### config.mk
export PLATFORM = sky130hd
export DESIGN_NAME = fifo_replacement_cache
export DESIGN_NICKNAME = d
export VERILOG_FILES = /design/src/rtl/frc_pkg.sv /design/src/rtl/fifo_replacement_cache.sv
export SDC_FILE = /design/constraint.sdc
export NUM_CORES = 2
export LEC_CHECK = 0
export ABC_AREA = 1
export BUFFER_PORTS_ARGS = -buffer_cell sky130_fd_sc_hd__buf_2
export CAP_MARGIN = 25
export CORE_MARGIN = 1.5
export CORE_UTILIZATION = 45
export CTS_BUF_LIST = sky130_fd_sc_hd__clkbuf_8
export DETAILED_ROUTE_END_ITERATION = 8
export GPL_TIMING_DRIVEN = 0
export HOLD_SLACK_MARGIN = 0.02
export PLACE_DENSITY = 0.6
export REMOVE_ABC_BUFFERS = 1
export SLEW_MARGIN = 40
export SYNTH_ARGS = -nofsm -noshare
export SYNTH_HDL_FRONTEND = slang
export SYNTH_SLANG_ARGS = --single-unit
### constraint.sdc
create_clock -name i_clk -period 7 [get_ports i_clk]
set_input_delay 1.05 -clock i_clk [delete_from_list [all_inputs] [get_ports i_clk]]
set_output_delay 1.05 -clock i_clk [all_outputs]
set_load 0.005 [all_outputs]
### src/rtl/frc_pkg.sv
package frc_pkg;

    localparam int unsigned CAP_W = 5;
    localparam logic [CAP_W-1:0] CAP_RESET = 5'd16;

    typedef enum logic {
        OP_LOOKUP = 1'b0,
        OP_INSERT = 1'b1
    } t_op;

endpackage

### src/rtl/fifo_replacement_cache.sv
// Fully associative cache of key and handle pairs with first-in, first-out
// replacement. Each beat on the input channel is a lookup or an insert and
// yields exactly one result beat. A beat is held in an input register, then a
// single pass compares its key against every valid entry in parallel, updates
// the entries and fills the result register, so one beat is taken every cycle
// when the output is not stalled, and its result is presented from the result
// register. The capacity register may be written only while the block is idle;
// zero acts as one and values above MAX_ENTRIES act as MAX_ENTRIES. The valid
// marks clear at reset, so no clearing pass is needed.
module fifo_replacement_cache #(
    parameter int unsigned MAX_ENTRIES = 16,
    parameter int unsigned HANDLE_BITS = 32
) (
    input  logic        i_clk,
    input  logic        i_rst_n,

    input  logic        i_cfg_valid,
    output logic        o_cfg_ready,
    input  logic [4:0]  i_cfg_data,

    input  logic        i_in_valid,
    output logic        o_in_stall,
    input  logic        i_operation,
    input  logic [63:0] i_key,
    input  logic [31:0] i_handle_in,

    output logic        o_out_valid,
    input  logic        i_out_stall,
    output logic        o_hit,
    output logic [31:0] o_handle_out,
    output logic        o_inserted
);

    localparam int unsigned SLOT_W = (MAX_ENTRIES > 1) ? $clog2(MAX_ENTRIES) : 1;
    localparam int unsigned CNT_W  = $clog2(MAX_ENTRIES + 1);
    localparam int unsigned CMP_W  = (CNT_W > frc_pkg::CAP_W) ? CNT_W : frc_pkg::CAP_W;
    localparam int unsigned SUM_W  = CNT_W + 1;

    localparam logic [SLOT_W-1:0] LAST_SLOT = SLOT_W'(MAX_ENTRIES - 1);
    localparam logic [CMP_W-1:0]  MAX_CMP   = CMP_W'(MAX_ENTRIES);
    localparam logic [SUM_W-1:0]  MAX_SUM   = SUM_W'(MAX_ENTRIES);

    logic [frc_pkg::CAP_W-1:0] r_capacity;

    logic                   r_in_valid;
    frc_pkg::t_op           r_in_op;
    logic [63:0]            r_in_key;
    logic [31:0]            r_in_handle;

    logic                   r_out_valid;
    logic                   r_out_hit;
    logic [31:0]            r_out_handle;
    logic                   r_out_inserted;

    logic [63:0]            r_keys    [MAX_ENTRIES];
    logic [HANDLE_BITS-1:0] r_handles [MAX_ENTRIES];
    logic [MAX_ENTRIES-1:0] r_valid;
    logic [SLOT_W-1:0]      r_oldest;
    logic [CNT_W-1:0]       r_count;

    logic [MAX_ENTRIES-1:0] n_valid;
    logic [SLOT_W-1:0]      n_oldest;
    logic [CNT_W-1:0]       n_count;

    logic                   w_can_out;
    logic                   w_fire;
    logic [MAX_ENTRIES-1:0] w_match;
    logic                   w_any_match;
    logic [HANDLE_BITS-1:0] w_sel_handle;
    logic [63:0]            w_sel_ext;
    logic [63:0]            w_new_ext;
    logic [CMP_W-1:0]       w_cap_raw;
    logic [CMP_W-1:0]       w_eff_cap;
    logic                   w_do_insert;
    logic                   w_evict;
    logic [SLOT_W-1:0]      w_oldest_adv;
    logic [CNT_W-1:0]       w_count_adv;
    logic [SUM_W-1:0]       w_sum;
    logic [SUM_W-1:0]       w_wr_sum;
    logic [SLOT_W-1:0]      w_wr_slot;

    assign o_cfg_ready  = 1'b1;
    assign w_can_out    = !r_out_valid || !i_out_stall;
    assign w_fire       = r_in_valid && w_can_out;
    assign o_in_stall   = r_in_valid && !w_can_out;

    assign o_out_valid  = r_out_valid;
    assign o_hit        = r_out_hit;
    assign o_handle_out = r_out_handle;
    assign o_inserted   = r_out_inserted;

    always_comb begin
        w_sel_handle = '0;
        for (int i = 0; i < MAX_ENTRIES; i++) begin
            w_match[i] = r_valid[i] && (r_keys[i] == r_in_key);
            if (w_match[i]) begin
                w_sel_handle = w_sel_handle | r_handles[i];
            end
        end
    end

    assign w_any_match = |w_match;
    assign w_sel_ext   = 64'(w_sel_handle);
    assign w_new_ext   = {32'b0, r_in_handle};

    assign w_cap_raw = CMP_W'(r_capacity);
    always_comb begin
        priority if (w_cap_raw == '0) begin
            w_eff_cap = CMP_W'(1);
        end else if (w_cap_raw > MAX_CMP) begin
            w_eff_cap = MAX_CMP;
        end else begin
            w_eff_cap = w_cap_raw;
        end
    end

    assign w_do_insert = w_fire && (r_in_op == frc_pkg::OP_INSERT) && !w_any_match;
    assign w_evict     = (CMP_W'(r_count) >= w_eff_cap) && (r_count != '0);

    always_comb begin
        w_oldest_adv = (r_oldest == LAST_SLOT) ? '0 : r_oldest + SLOT_W'(1);
        w_count_adv  = r_count - CNT_W'(1);
        n_valid      = r_valid;
        n_oldest     = r_oldest;
        n_count      = r_count;
        if (w_do_insert && w_evict) begin
            n_valid[r_oldest] = 1'b0;
            n_oldest          = w_oldest_adv;
            n_count           = w_count_adv;
        end
        w_sum     = SUM_W'(n_oldest) + SUM_W'(n_count);
        w_wr_sum  = (w_sum >= MAX_SUM) ? (w_sum - MAX_SUM) : w_sum;
        w_wr_slot = w_wr_sum[SLOT_W-1:0];
        if (w_do_insert) begin
            n_valid[w_wr_slot] = 1'b1;
            n_count            = n_count + CNT_W'(1);
        end
    end

    always_ff @(posedge i_clk) begin
        if (!i_rst_n) begin
            r_capacity  <= frc_pkg::CAP_RESET;
            r_in_valid  <= 1'b0;
            r_out_valid <= 1'b0;
            r_valid     <= '0;
            r_oldest    <= '0;
            r_count     <= '0;
        end else begin
            if (i_cfg_valid) begin
                r_capacity <= i_cfg_data;
            end
            if (!o_in_stall) begin
                r_in_valid <= i_in_valid;
            end
            if (w_can_out) begin
                r_out_valid <= r_in_valid;
            end
            r_valid  <= n_valid;
            r_oldest <= n_oldest;
            r_count  <= n_count;
        end
    end

    always_ff @(posedge i_clk) begin
        if (i_in_valid && !o_in_stall) begin
            r_in_op     <= frc_pkg::t_op'(i_operation);
            r_in_key    <= i_key;
            r_in_handle <= i_handle_in;
        end
        if (w_fire) begin
            r_out_hit      <= (r_in_op == frc_pkg::OP_LOOKUP) && w_any_match;
            r_out_handle   <= ((r_in_op == frc_pkg::OP_LOOKUP) && w_any_match)
                              ? w_sel_ext[31:0] : 32'b0;
            r_out_inserted <= (r_in_op == frc_pkg::OP_INSERT) && !w_any_match;
        end
        if (w_do_insert) begin
            r_keys[w_wr_slot]    <= r_in_key;
            r_handles[w_wr_slot] <= w_new_ext[HANDLE_BITS-1:0];
        end
    end

endmodule
==> results.yml <==
run_status:
  status: "finished clean"
place:
  io_buffers: 142
  place_area_mm2: 0.07621
  dp_hpwl_um: 153000
  dp_slack_ps: -146.7
  dp.cells: 7968
  gp_congestion: 0.9204
global_route:
  gr-total-overflow: 0
  grt_max_degree: 69
  first_global_vias: 45070
  grt_pass1_wl_um: 323100
  grt_use_total: 0.2897
  antenna_found_initial: 13
layout:
  area_growth_pct: 15.11
  drive_gt1_frac: 0.1337
  layout.cells.non_filler: 8435
  finalNetCount: 6329
  finalInstanceArea_mm2: 0.08115
  fin_util: 0.5207
routing:
  routed_wl_um: 233000
  drc_errors: 0
  dr.pass1.iters: 7
  vias_per_cell: 5.605
  final_antenna_net_count: 0
  vias: 47280
  drt-initial-drc-count: 5885
  wl_per_cell_um: 27.63
sta:
  relSlewSlack: 0.3810
  period_needed_ps: 6861
  min_period_over_period: 0.9801
  fin_ws_ps: 139.2
  rsz0062_at_grt: "no"
  tightest_slew_ps: 921.4
  final-setup-viol-count: 0
  fin_skew_ps: 96.89
  slew_violations: 0
  hold_viol_final: 0
  max_freq_ghz: 0.1458
min_path:
  min_path_type: "input pin to register"
  min_path_cells: 1
worst_setup_path:
  cp_data_required_time_ps: 7620
  critical_path_class: "register to register"
  critPathArrivalTime_ps: 7480
  start_kind: "register"
  cp_max_fo: 68
  rr_worst_depth: 24
  cp-end-kind: "register"
logic_synthesis:
  syn_inst: 5719
  synth.yosys.seq_area_share: 0.7191
  synth_top_area_cell: "edfxtp_1"
  ys_types: 49
  syn_area_mm2: 0.07050
  synth_top_area_share: 0.7101
  synth_fa_ha_area_frac: 0.002769
  synth_mux_area_frac: 0
  yosysWarnings: 0
  synthSimpleGateAreaFrac: 0.1199
  synth_edf_count: 1667
  synth-compound-area-share: 0.07754
  async_flop_share: 0
  avgSynthCellArea_um2: 12.33
  synth_flop_cell: "edfxtp_1"
  synthXorXnorAreaFrac: 0.03752
  synth_top_family_by_area: "simple AND/OR/NAND/NOR gates"
  ys_ff_latch: 1699
  synth.area.top_cells: "edfxtp_1 (71%), nand2_1 (7.6%), nor2_1 (3.2%), o21ai_0 (2.4%), inv_1 (2.3%)"
clocking:
  clock_path_buffers: 4
  clk_pin_slew_worst_paths_ps: 60
  cts.sinks: 1699
  cts_made_buffers: 290
  htreeDepth: 5
  clock-root-buffer: "clkbuf_8"
  cts_tree: "done"
  postCtsHoldBufs: 0
  insertion_delay_ps: 1030
floorplan:
  core_area_mm2: 0.1558
  die-width_um: 398.8
  ioPinCount: 144
  die_h_um: 398.8
  initial_core_util: 0.4524
  fp.dieArea_mm2: 0.1590
  std_cell_rows: 145
power_and_ir_drop:
  ir_drop_uv: 233.8
  p_per_area_mw_per_mm2: 252.1
  leakage_uw: 0.02961
run:
  cap_violations: 0
[layout make-up]
cell class                      instances  area, um^2
Clock buffer                          295        4060
Clock inverter                        163       739.5
Multi-Input combinational cell       3337       16820
Fill cell                           13150       74690
Antenna cell                            4       10.01
Timing Repair Buffer                  399        4168
Tap cell                             2058        2575
Sequential cell                      1699       50700
Inverter                              480        2079
[metal layers]
layer | share of wire | track usage | vias to the layer above
li1 | - | - | 20890
met1 | 0.38 | 0.3671 | 23380
met2 | 0.47 | 0.4676 | 2469
met3 | 0.094 | 0.05616 | 541
met4 | 0.060 | 0.1621 | 4
met5 | 0.00012 | 0 | -
[critical path: stages, from the launching register on]
cell	delay (ps)
edfxtp_1	620
inv_4	490
nand2_1	390
nand2_1	160
nor2_1	60
nand2_1	70
nor2_1	40
nand2_1	330
nor2_1	100
nand3_1	260
nand2_1	90
nor2_1	260
nand2_2	190
nor2_4	210
nand4_4	320
xor2_1	270
nor2_1	160
ha_1	190
inv_1	60
fa_1	580
nand3_1	120
nor2_1	290
nand4_1	340
inv_8	380
buf_16	340
[logic make-up (layout without fill, tap and decap cells)]
| family | count (synthesis) | count (layout) |
|---|---|---|
| AOI/OAI and AO/OA | 868 | 868 |
| xor gates and xnor gates | 302 | 302 |
| adders and majority gates | 15 | 15 |
| buffers and inverters | 684 | 1337 |
| DFF | 1699 | 1699 |
| other | 1 | 5 |
| and+or+nand+nor | 2150 | 2151 |
[flip-flops by register name, indices dropped and copies added (netlist names)]
register      flops
o_handle_out     32
r_count           5
o_inserted        1
r_in_key         64
r_valid          16
o_hit             1
r_in_handle      32
r_handles       512
r_in_op           1
r_oldest          4
r_in_valid        1
r_capacity        5
r_keys         1024
o_out_valid       1
[metrics by stage]
step           setup TNS (ps)  total power [uW]  hold WS [ps]
4_1_cts                     0             20510         118.0
3_5_place_dp           -48350             12730         466.0
5_1_grt                     0             20990         161.7
6_report                    0             20460         203.0
2_1_floorplan         -850650             12010         439.0
3_3_place_gp         -8898670             12560         463.3
[final timing paths]
path,from,to,slack (ps)
hold / removal,i_handle_in[3],r_in_handle[3],200
setup / recovery,r_in_key[47],r_handles[8][7],140
setup reg to reg,r_in_key[47],r_handles[8][7],140
hold reg to reg,r_valid[15],r_valid[15],480
[synthesized netlist by cell type (2+ instances only)]
master / n
inv_2: 54
nand3_2: 7
o21ai_0: 342
xor2_1: 140
dfxtp_1: 32
xnor2_1: 162
nor3_1: 23
a31oi_1: 2
o41ai_1: 6
nand2_2: 2
o21ai_1: 174
a211oi_1: 2
ha_1: 14
o22ai_1: 33
nand3_4: 3
edfxtp_1: 1667
a221oi_1: 129
a22o_1: 96
nand2_8: 2
nor2_1: 594
o21ai_2: 13
nand2_4: 2
o21a_1: 2
buf_2: 58
nand3_1: 57
inv_1: 424
a21oi_1: 26
a41oi_1: 32
nand4_1: 30
buf_6: 17
nand2_1: 1419
nor2_2: 4
a21oi_2: 4
o31ai_1: 6
clkbuf_1: 57
buf_4: 71
[cell usage in the layout (no fill, tap or decap), drive strengths merged, types with 4 or more instances in the layout]
| master | instances |
|---|---|
| edfxtp | 1667 |
| o41ai | 6 |
| inv | 560 |
| nand3 | 68 |
| bufinv | 6 |
| xor2 | 140 |
| nor3 | 23 |
| nand2 | 1425 |
| nor2 | 600 |
| o31ai | 6 |
| a22o | 96 |
| dfxtp | 32 |
| o21ai | 529 |
| clkinv | 75 |
| o22ai | 33 |
| ha | 14 |
| xnor2 | 162 |
| a221oi | 129 |
| a41oi | 32 |
| buf | 399 |
| nand4 | 32 |
| a21oi | 30 |
| clkbuf | 295 |
| diode | 4 |
[where the power goes]
| part | internal [uW] | leakage [uW] | switching (uW) | total, uW |
|---|---|---|---|---|
| clock | 4000 | 0.00279 | 3920 | 7920 |
| sequential | 11300 | 0.0154 | 120 | 11400 |
| combinational | 345 | 0.0114 | 816 | 1160 |
[repair_timing]
action                                  4_1_cts  5_1_grt
gates resized for setup                       5       12
hold endpoints to repair                      0        0
pin swaps                                     0        1
cloned                                        0        1
endpoints found under the setup margin      722      623
setup buffers                                 0        4
Note: power is estimated with default switching activity, not from simulation.
